===== src/rtl/sha1_pkg.sv =====
package sha1_pkg;

  localparam int DATA_W  = 8;
  localparam int WORD_W  = 32;
  localparam int IDX_W   = 3;
  localparam int LEN_W   = 64;
  localparam int NWORDS  = 5;
  localparam int BLK_W   = 512;
  localparam int POS_W   = 6;
  localparam int RND_W   = 7;

  localparam logic ACT_ABSORB = 1'b0;
  localparam logic ACT_FINISH = 1'b1;

  localparam logic [WORD_W-1:0] K0 = 32'h5a827999;
  localparam logic [WORD_W-1:0] K1 = 32'h6ed9eba1;
  localparam logic [WORD_W-1:0] K2 = 32'h8f1bbcdc;
  localparam logic [WORD_W-1:0] K3 = 32'hca62c1d6;

  // element 0 is h0
  localparam logic [NWORDS-1:0][WORD_W-1:0] H_INIT = {
    32'hc3d2e1f0, 32'h10325476, 32'h98badcfe, 32'hefcdab89, 32'h67452301
  };

  localparam logic [DATA_W-1:0] PAD_BYTE = 8'h80;

  localparam logic [IDX_W-1:0] LAST_IDX = 3'd4;

  localparam logic [RND_W-1:0] RND_F1   = 7'd20;
  localparam logic [RND_W-1:0] RND_F2   = 7'd40;
  localparam logic [RND_W-1:0] RND_F3   = 7'd60;
  localparam logic [RND_W-1:0] RND_LAST = 7'd79;

  localparam logic [POS_W-1:0] POS_LAST = 6'd63;
  localparam logic [POS_W-1:0] POS_LEN  = 6'd56;

  localparam logic [LEN_W-1:0] BITS_PER_BYTE = 64'd8;

endpackage


===== src/rtl/sha1_if.sv =====
interface sha1_in_if;
  logic                          valid;
  logic                          ready;
  logic                          action;
  logic [sha1_pkg::DATA_W-1:0]   data_byte;

  modport source (output valid, action, data_byte, input ready);
  modport sink   (input valid, action, data_byte, output ready);
endinterface

interface sha1_out_if;
  logic                          valid;
  logic                          ready;
  logic [sha1_pkg::WORD_W-1:0]   digest_word;
  logic [sha1_pkg::IDX_W-1:0]    word_index;
  logic                          last_word;

  modport source (output valid, digest_word, word_index, last_word, input ready);
  modport sink   (input valid, digest_word, word_index, last_word, output ready);
endinterface


===== src/rtl/sha1_hash_engine_top.sv =====
// Channel   Dir  Fields                                   Accepted when
// message   in   action, data_byte                        valid && ready
// digest    out  digest_word, word_index, last_word       valid && ready
//
// An absorb item shifts one byte in; the 64th byte of a block starts rounds 0 to 79
// on the single round unit, then the result is folded into the chain value.
// A finish item appends the 0x80 byte, then padding bytes go in one per cycle up
// to the block end; one or two blocks are compressed; then 5 digest items.
// Reset (rst, synchronous) loads the initial chain value and clears the count.
// The block is ready only in idle, not while padding, compressing or emitting; the
// digest stalls on digest.ready with its payload held.
module sha1_hash_engine_top (
  input  logic             clk,
  input  logic             rst,
  sha1_in_if.sink          message,
  sha1_out_if.source       digest
);

  localparam logic [2:0] S_IDLE  = 3'd0;
  localparam logic [2:0] S_PAD   = 3'd1;
  localparam logic [2:0] S_ROUND = 3'd2;
  localparam logic [2:0] S_ADD   = 3'd3;
  localparam logic [2:0] S_OUT   = 3'd4;

  logic [2:0]                                         state;
  logic [sha1_pkg::POS_W-1:0]                         pos;
  logic [sha1_pkg::LEN_W-1:0]                         msg_bits;
  logic                                               fin;
  logic                                               long_pad;
  logic [sha1_pkg::RND_W-1:0]                         rnd;
  logic [sha1_pkg::IDX_W-1:0]                         oidx;
  logic [sha1_pkg::NWORDS-1:0][sha1_pkg::WORD_W-1:0]  h;
  logic [sha1_pkg::WORD_W-1:0]                        a, b, c, d, e;
  // 64-byte block as a shift line; byte 0 ends up in the top bits
  logic [sha1_pkg::BLK_W-1:0]                         blk;

  logic [sha1_pkg::WORD_W-1:0] w0, w2, w8, w13, wx, wnew, f, k, tmp;
  logic [sha1_pkg::DATA_W-1:0] pad_byte;

  assign w0  = blk[511:480];
  assign w2  = blk[447:416];
  assign w8  = blk[255:224];
  assign w13 = blk[95:64];
  assign wx  = w0 ^ w2 ^ w8 ^ w13;
  assign wnew = {wx[30:0], wx[31]};

  always_comb begin
    if (rnd < sha1_pkg::RND_F1) begin
      f = (b & c) ^ (~b & d);
      k = sha1_pkg::K0;
    end else if (rnd < sha1_pkg::RND_F2) begin
      f = b ^ c ^ d;
      k = sha1_pkg::K1;
    end else if (rnd < sha1_pkg::RND_F3) begin
      f = (b & c) ^ (b & d) ^ (c & d);
      k = sha1_pkg::K2;
    end else begin
      f = b ^ c ^ d;
      k = sha1_pkg::K3;
    end
  end

  assign tmp = {a[26:0], a[31:27]} + f + e + k + w0;

  // length bytes go in the last eight slots of the final block, MSB first
  always_comb begin
    if ((pos >= sha1_pkg::POS_LEN) && !long_pad) begin
      pad_byte = msg_bits[{~pos[2:0], 3'b000} +: sha1_pkg::DATA_W];
    end else begin
      pad_byte = '0;
    end
  end

  assign message.ready      = (state == S_IDLE);
  assign digest.valid       = (state == S_OUT);
  assign digest.digest_word = h[0];
  assign digest.word_index  = oidx;
  assign digest.last_word   = (oidx == sha1_pkg::LAST_IDX);

  always_ff @(posedge clk) begin
    if (rst) begin
      state    <= S_IDLE;
      pos      <= '0;
      msg_bits <= '0;
      fin      <= 1'b0;
      long_pad <= 1'b0;
      rnd      <= '0;
      oidx     <= '0;
      h        <= sha1_pkg::H_INIT;
    end else begin
      unique case (state)
        S_IDLE: begin
          if (message.valid) begin
            pos <= pos + 1'b1;
            if (message.action == sha1_pkg::ACT_ABSORB) begin
              blk      <= {blk[503:0], message.data_byte};
              msg_bits <= msg_bits + sha1_pkg::BITS_PER_BYTE;
            end else begin
              blk      <= {blk[503:0], sha1_pkg::PAD_BYTE};
              fin      <= 1'b1;
              long_pad <= (pos >= sha1_pkg::POS_LEN);
            end
            if (pos == sha1_pkg::POS_LAST) begin
              state <= S_ROUND;
              rnd   <= '0;
              a <= h[0]; b <= h[1]; c <= h[2]; d <= h[3]; e <= h[4];
            end else if (message.action == sha1_pkg::ACT_FINISH) begin
              state <= S_PAD;
            end
          end
        end
        S_PAD: begin
          blk <= {blk[503:0], pad_byte};
          pos <= pos + 1'b1;
          if (pos == sha1_pkg::POS_LAST) begin
            state <= S_ROUND;
            rnd   <= '0;
            a <= h[0]; b <= h[1]; c <= h[2]; d <= h[3]; e <= h[4];
          end
        end
        S_ROUND: begin
          a   <= tmp;
          b   <= a;
          c   <= {b[1:0], b[31:2]};
          d   <= c;
          e   <= d;
          blk <= {blk[479:0], wnew};
          rnd <= rnd + 1'b1;
          if (rnd == sha1_pkg::RND_LAST) begin
            state <= S_ADD;
          end
        end
        S_ADD: begin
          h[0] <= h[0] + a;
          h[1] <= h[1] + b;
          h[2] <= h[2] + c;
          h[3] <= h[3] + d;
          h[4] <= h[4] + e;
          if (!fin) begin
            state <= S_IDLE;
          end else if (long_pad) begin
            // first padded block done; second block holds zeros and length
            long_pad <= 1'b0;
            state    <= S_PAD;
          end else begin
            oidx  <= '0;
            state <= S_OUT;
          end
        end
        S_OUT: begin
          if (digest.ready) begin
            oidx <= oidx + 1'b1;
            if (oidx == sha1_pkg::LAST_IDX) begin
              h        <= sha1_pkg::H_INIT;
              pos      <= '0;
              msg_bits <= '0;
              fin      <= 1'b0;
              state    <= S_IDLE;
            end else begin
              h <= {h[0], h[4:1]};
            end
          end
        end
        default: state <= S_IDLE;
      endcase
    end
  end

endmodule

===== src/flat_wrapper.sv =====
// flat-port wrapper written by rule: the top's interface ports become plain ports
module sha1_hash_engine_top_flat 
  (clk, rst, message_valid, message_action, message_data_byte, message_ready, digest_valid, digest_digest_word, digest_word_index, digest_last_word, digest_ready);
  sha1_in_if message_i ();
  sha1_out_if digest_i ();
  input  logic clk;
  input  logic rst;
  input wire logic [$bits(message_i.valid)-1:0] message_valid;
  input wire logic [$bits(message_i.action)-1:0] message_action;
  input wire logic [$bits(message_i.data_byte)-1:0] message_data_byte;
  output wire logic [$bits(message_i.ready)-1:0] message_ready;
  output wire logic [$bits(digest_i.valid)-1:0] digest_valid;
  output wire logic [$bits(digest_i.digest_word)-1:0] digest_digest_word;
  output wire logic [$bits(digest_i.word_index)-1:0] digest_word_index;
  output wire logic [$bits(digest_i.last_word)-1:0] digest_last_word;
  input wire logic [$bits(digest_i.ready)-1:0] digest_ready;
  assign message_i.valid = message_valid;
  assign message_i.action = message_action;
  assign message_i.data_byte = message_data_byte;
  assign message_ready = message_i.ready;
  assign digest_valid = digest_i.valid;
  assign digest_digest_word = digest_i.digest_word;
  assign digest_word_index = digest_i.word_index;
  assign digest_last_word = digest_i.last_word;
  assign digest_i.ready = digest_ready;
  sha1_hash_engine_top u_core (.clk(clk), .rst(rst), .message(message_i), .digest(digest_i));
endmodule

===== config.mk =====
export PLATFORM = sky130hd
export DESIGN_NAME = sha1_hash_engine_top_flat
export DESIGN_NICKNAME = d
export VERILOG_FILES = /design/src/rtl/sha1_pkg.sv /design/src/rtl/sha1_if.sv /design/src/rtl/sha1_hash_engine_top.sv /design/src/flat_wrapper.sv
export SDC_FILE = /design/constraint.sdc
export NUM_CORES = 2
export LEC_CHECK = 0
export BUFFER_PORTS_ARGS = -buffer_cell sky130_fd_sc_hd__buf_2
export CAP_MARGIN = 20
export CORE_UTILIZATION = 45
export CTS_BUF_LIST = sky130_fd_sc_hd__clkbuf_8
export CTS_CLUSTER_SIZE = 20
export DETAILED_ROUTE_END_ITERATION = 10
export MAX_ROUTING_LAYER = met4
export PLACE_DENSITY_LB_ADDON = 0.2
export SYNTH_ARGS = -nofsm -noshare
export SYNTH_HDL_FRONTEND = slang
export SYNTH_SLANG_ARGS = --single-unit

===== constraint.sdc =====
create_clock -name clk -period 35.1 [get_ports clk]
set_input_delay 5.265 -clock clk [delete_from_list [all_inputs] [get_ports clk]]
set_output_delay 5.265 -clock clk [all_outputs]
set_load 0.1 [all_outputs]

==> flow_summary.ini <==
[power]
power_density_mw_per_mm2 = 38.6
ir_worst_vdd_mv = 0.0356
leakagePower_uw = 0.0235

[die]
initial_core_util = 0.456
die_area_mm2 = 0.120
rows = 125
fp.coreArea_mm2 = 0.117
ios = 51
die_w_um = 346
die_h_um = 346

[setup_path]
startpoint_type = register
path_class = register to primary output
crit_fanout = 60
cp_data_required_time_ns = 29.83
arrival_ns = 3.12
end_kind = primary output

[sta]
slew_headroom = 0.121
tightest_slew_ns = 1.32
rsz0062_at_grt = no
setup_violations = 0
fin_setup_tns_ns = 0
finClkSkew_ns = 0.0530
max_freq_ghz = 0.119
min_period_ns = 8.38
report.final.slew_viol_count = 0
hold_viol_final = 0
min_period_over_period = 0.239

[cells_and_area]
drive_gt1_frac = 0.0639
top_register = u_core.blk
syn_to_final_growth_pct = 8.45
largest_register_ffs = 512
utilization = 0.494
final_nets = 6135
reg_top3 = u_core.blk x512, u_core.h x128, u_core.msg_bits x61
final_common_cell = nand2_1
final_cell_mix = 1,986 x nand2_1, 672 x edfxtp_1, 295 x nor2_1

[clock_network]
path_clk_slew_ns = 0.06
cts_sinks = 914
cts_buffers = 163
clk_latency_ns = 0.87
cts_resized = 0
cts_max_level = 4
postCtsSetupBuffers = 0
hold_buffers = 0
cts_tree = yes
cts_root_buffer = clkbuf_8
cts.path.max_buffers = 3

[grt]
grt_max_degree = 231
grt_use_total = 0.252
use_met1 = 0.352
first_global_vias = 39600
antenna_found_initial = 2
grt-busiest-layer = met2
grt_first_pass_wirelength_mm = 230
grt_util_met3 = 0.0378
grt_util_met2 = 0.374
gr-total-overflow = 0

[outcome]
outcome = completed

[place]
gp_congestion = 0.954
hpwl_mm = 99.7
portBuffers = 50

[drt]
drt_pre_antenna_iters = 6
drc = 0
ant_nets = 0
drt_wl_total_mm = 148
drtIter0Drc = 4138
wire_per_inst_um = 19.8
via_count = 41500
viasPerCell = 5.57

[yosys]
avgSynthCellArea_um2 = 9.09
yosys.area_share.simple = 0.208
netlist_area_mm2 = 0.0533
synthesis.nets = 6192
synth-edff-count = 672
ys.warnings.count = 0
synth_top_family_by_area = simple AND/OR/NAND/NOR gates
ys_seq_elements = 914
muxShareOfSynthArea = 0.0157
synth-adder-area-share = 0.0931
synthXorXnorAreaFrac = 0.0488
synth_cells = 5857
synth_compound_area_frac = 0.124
synth.distinct_cells = 78
synth_top_cell_area_share = 0.379
seq_area_frac_synth = 0.470
dominantRegCellSynth = edfxtp_1
yosys.area.top_type = edfxtp_1
synthTopCellsByArea = edfxtp_1 38%, nand2_1 14%, dfxtp_1 9.1%
async_flop_share = 0

[job]
cap_viol_max_count = 0

[min_path]
hp-class = register to register
layer usage:
layer  share of wire  routed length (um)  up-vias
li1                -                   -    20100
met1            0.46               68300    20000
met2            0.44               65600     1284
met3           0.066                9820      236
met4           0.028                4210        0
met5               0                   0        -
stage by stage:
stage | hold WS (ns) | instances | total power (uW) | area [um2] | setup slack [ns]
3_5_place_dp | 0.488 | 7157 | 1290 | 54600 | 25.76
6_report | 0.491 | 7460 | 2230 | 57800 | 26.72
3_3_place_gp | 0.485 | 7156 | 1290 | 54600 | 25.76
5_1_grt | 0.513 | 7460 | 2310 | 57800 | 26.55
4_1_cts | 0.497 | 7456 | 2260 | 57700 | 26.65
2_1_floorplan | 0.455 | 5857 | 1290 | 53300 | 6.63
where the power goes:
| part | total [uW] | switching, uW | leakage [uW] | internal, uW |
|---|---|---|---|---|
| sequential | 1200 | 15.9 | 0.00781 | 1190 |
| combinational | 60.7 | 41.9 | 0.0139 | 18.8 |
| clock | 967 | 478 | 0.00178 | 489 |
| total | 2230 | 536 | 0.0235 | 1700 |
cell type report:
type / count / area, um2
antenna: 2 / 5.00
clock buffer: 179 / 2460
clock inverter: 120 / 643
fill: 11000 / 59100
inverter: 228 / 858
multi-input combinational: 4395 / 26200
sequential: 914 / 25000
tap: 1524 / 1910
timing repair buffer: 98 / 708
cells in the mapped netlist, types with 49 or more instances:
cell type / n
fa_1: 124
a21oi_1: 202
ha_1: 198
xor2_1: 124
o21ai_0: 263
a211oi_1: 69
nand2b_1: 49
xnor2_1: 173
edfxtp_1: 672
clkbuf_1: 261
nand2_1: 1989
inv_1: 227
nand3_1: 100
dfxtp_1: 242
mux2i_1: 50
nor3_1: 98
nor2_1: 299
a21o_1: 105
cells by family (layout without fill, tap and decap cells):
kind of cell             count (synthesis)  count (layout)
AO/OA/AOI/OAI                          994             994
XOR/XNOR                               297             297
adder cells (fa/ha/maj)                322             322
buffers and inverters                  548             625
flip-flops                             914             914
multiplexers                            67              67
other                                    0               2
AND/OR/NAND/NOR                       2715            2715
worst max-delay path, stage by stage, from the launching register on:
cell and delay, ns:
dfxtp_1 0.48, nor2_1 0.38, nand2_4 0.20, inv_4 0.58
buf_2 0.55
worst paths after layout:
| check | slack (ns) | cells past startpoint | start | end |
|---|---|---|---|---|
| max reg2reg | 27.65 | 24 | u_core.rnd[2] | u_core.a[21] |
| min reg2reg | 0.49 | 2 | u_core.msg_bits[63] | u_core.msg_bits[63] |
| min | 0.49 | 2 | u_core.msg_bits[63] | u_core.msg_bits[63] |
| max | 26.72 | 4 | u_core.state[0] | digest_valid |
(Power assumes the default switching activity.)
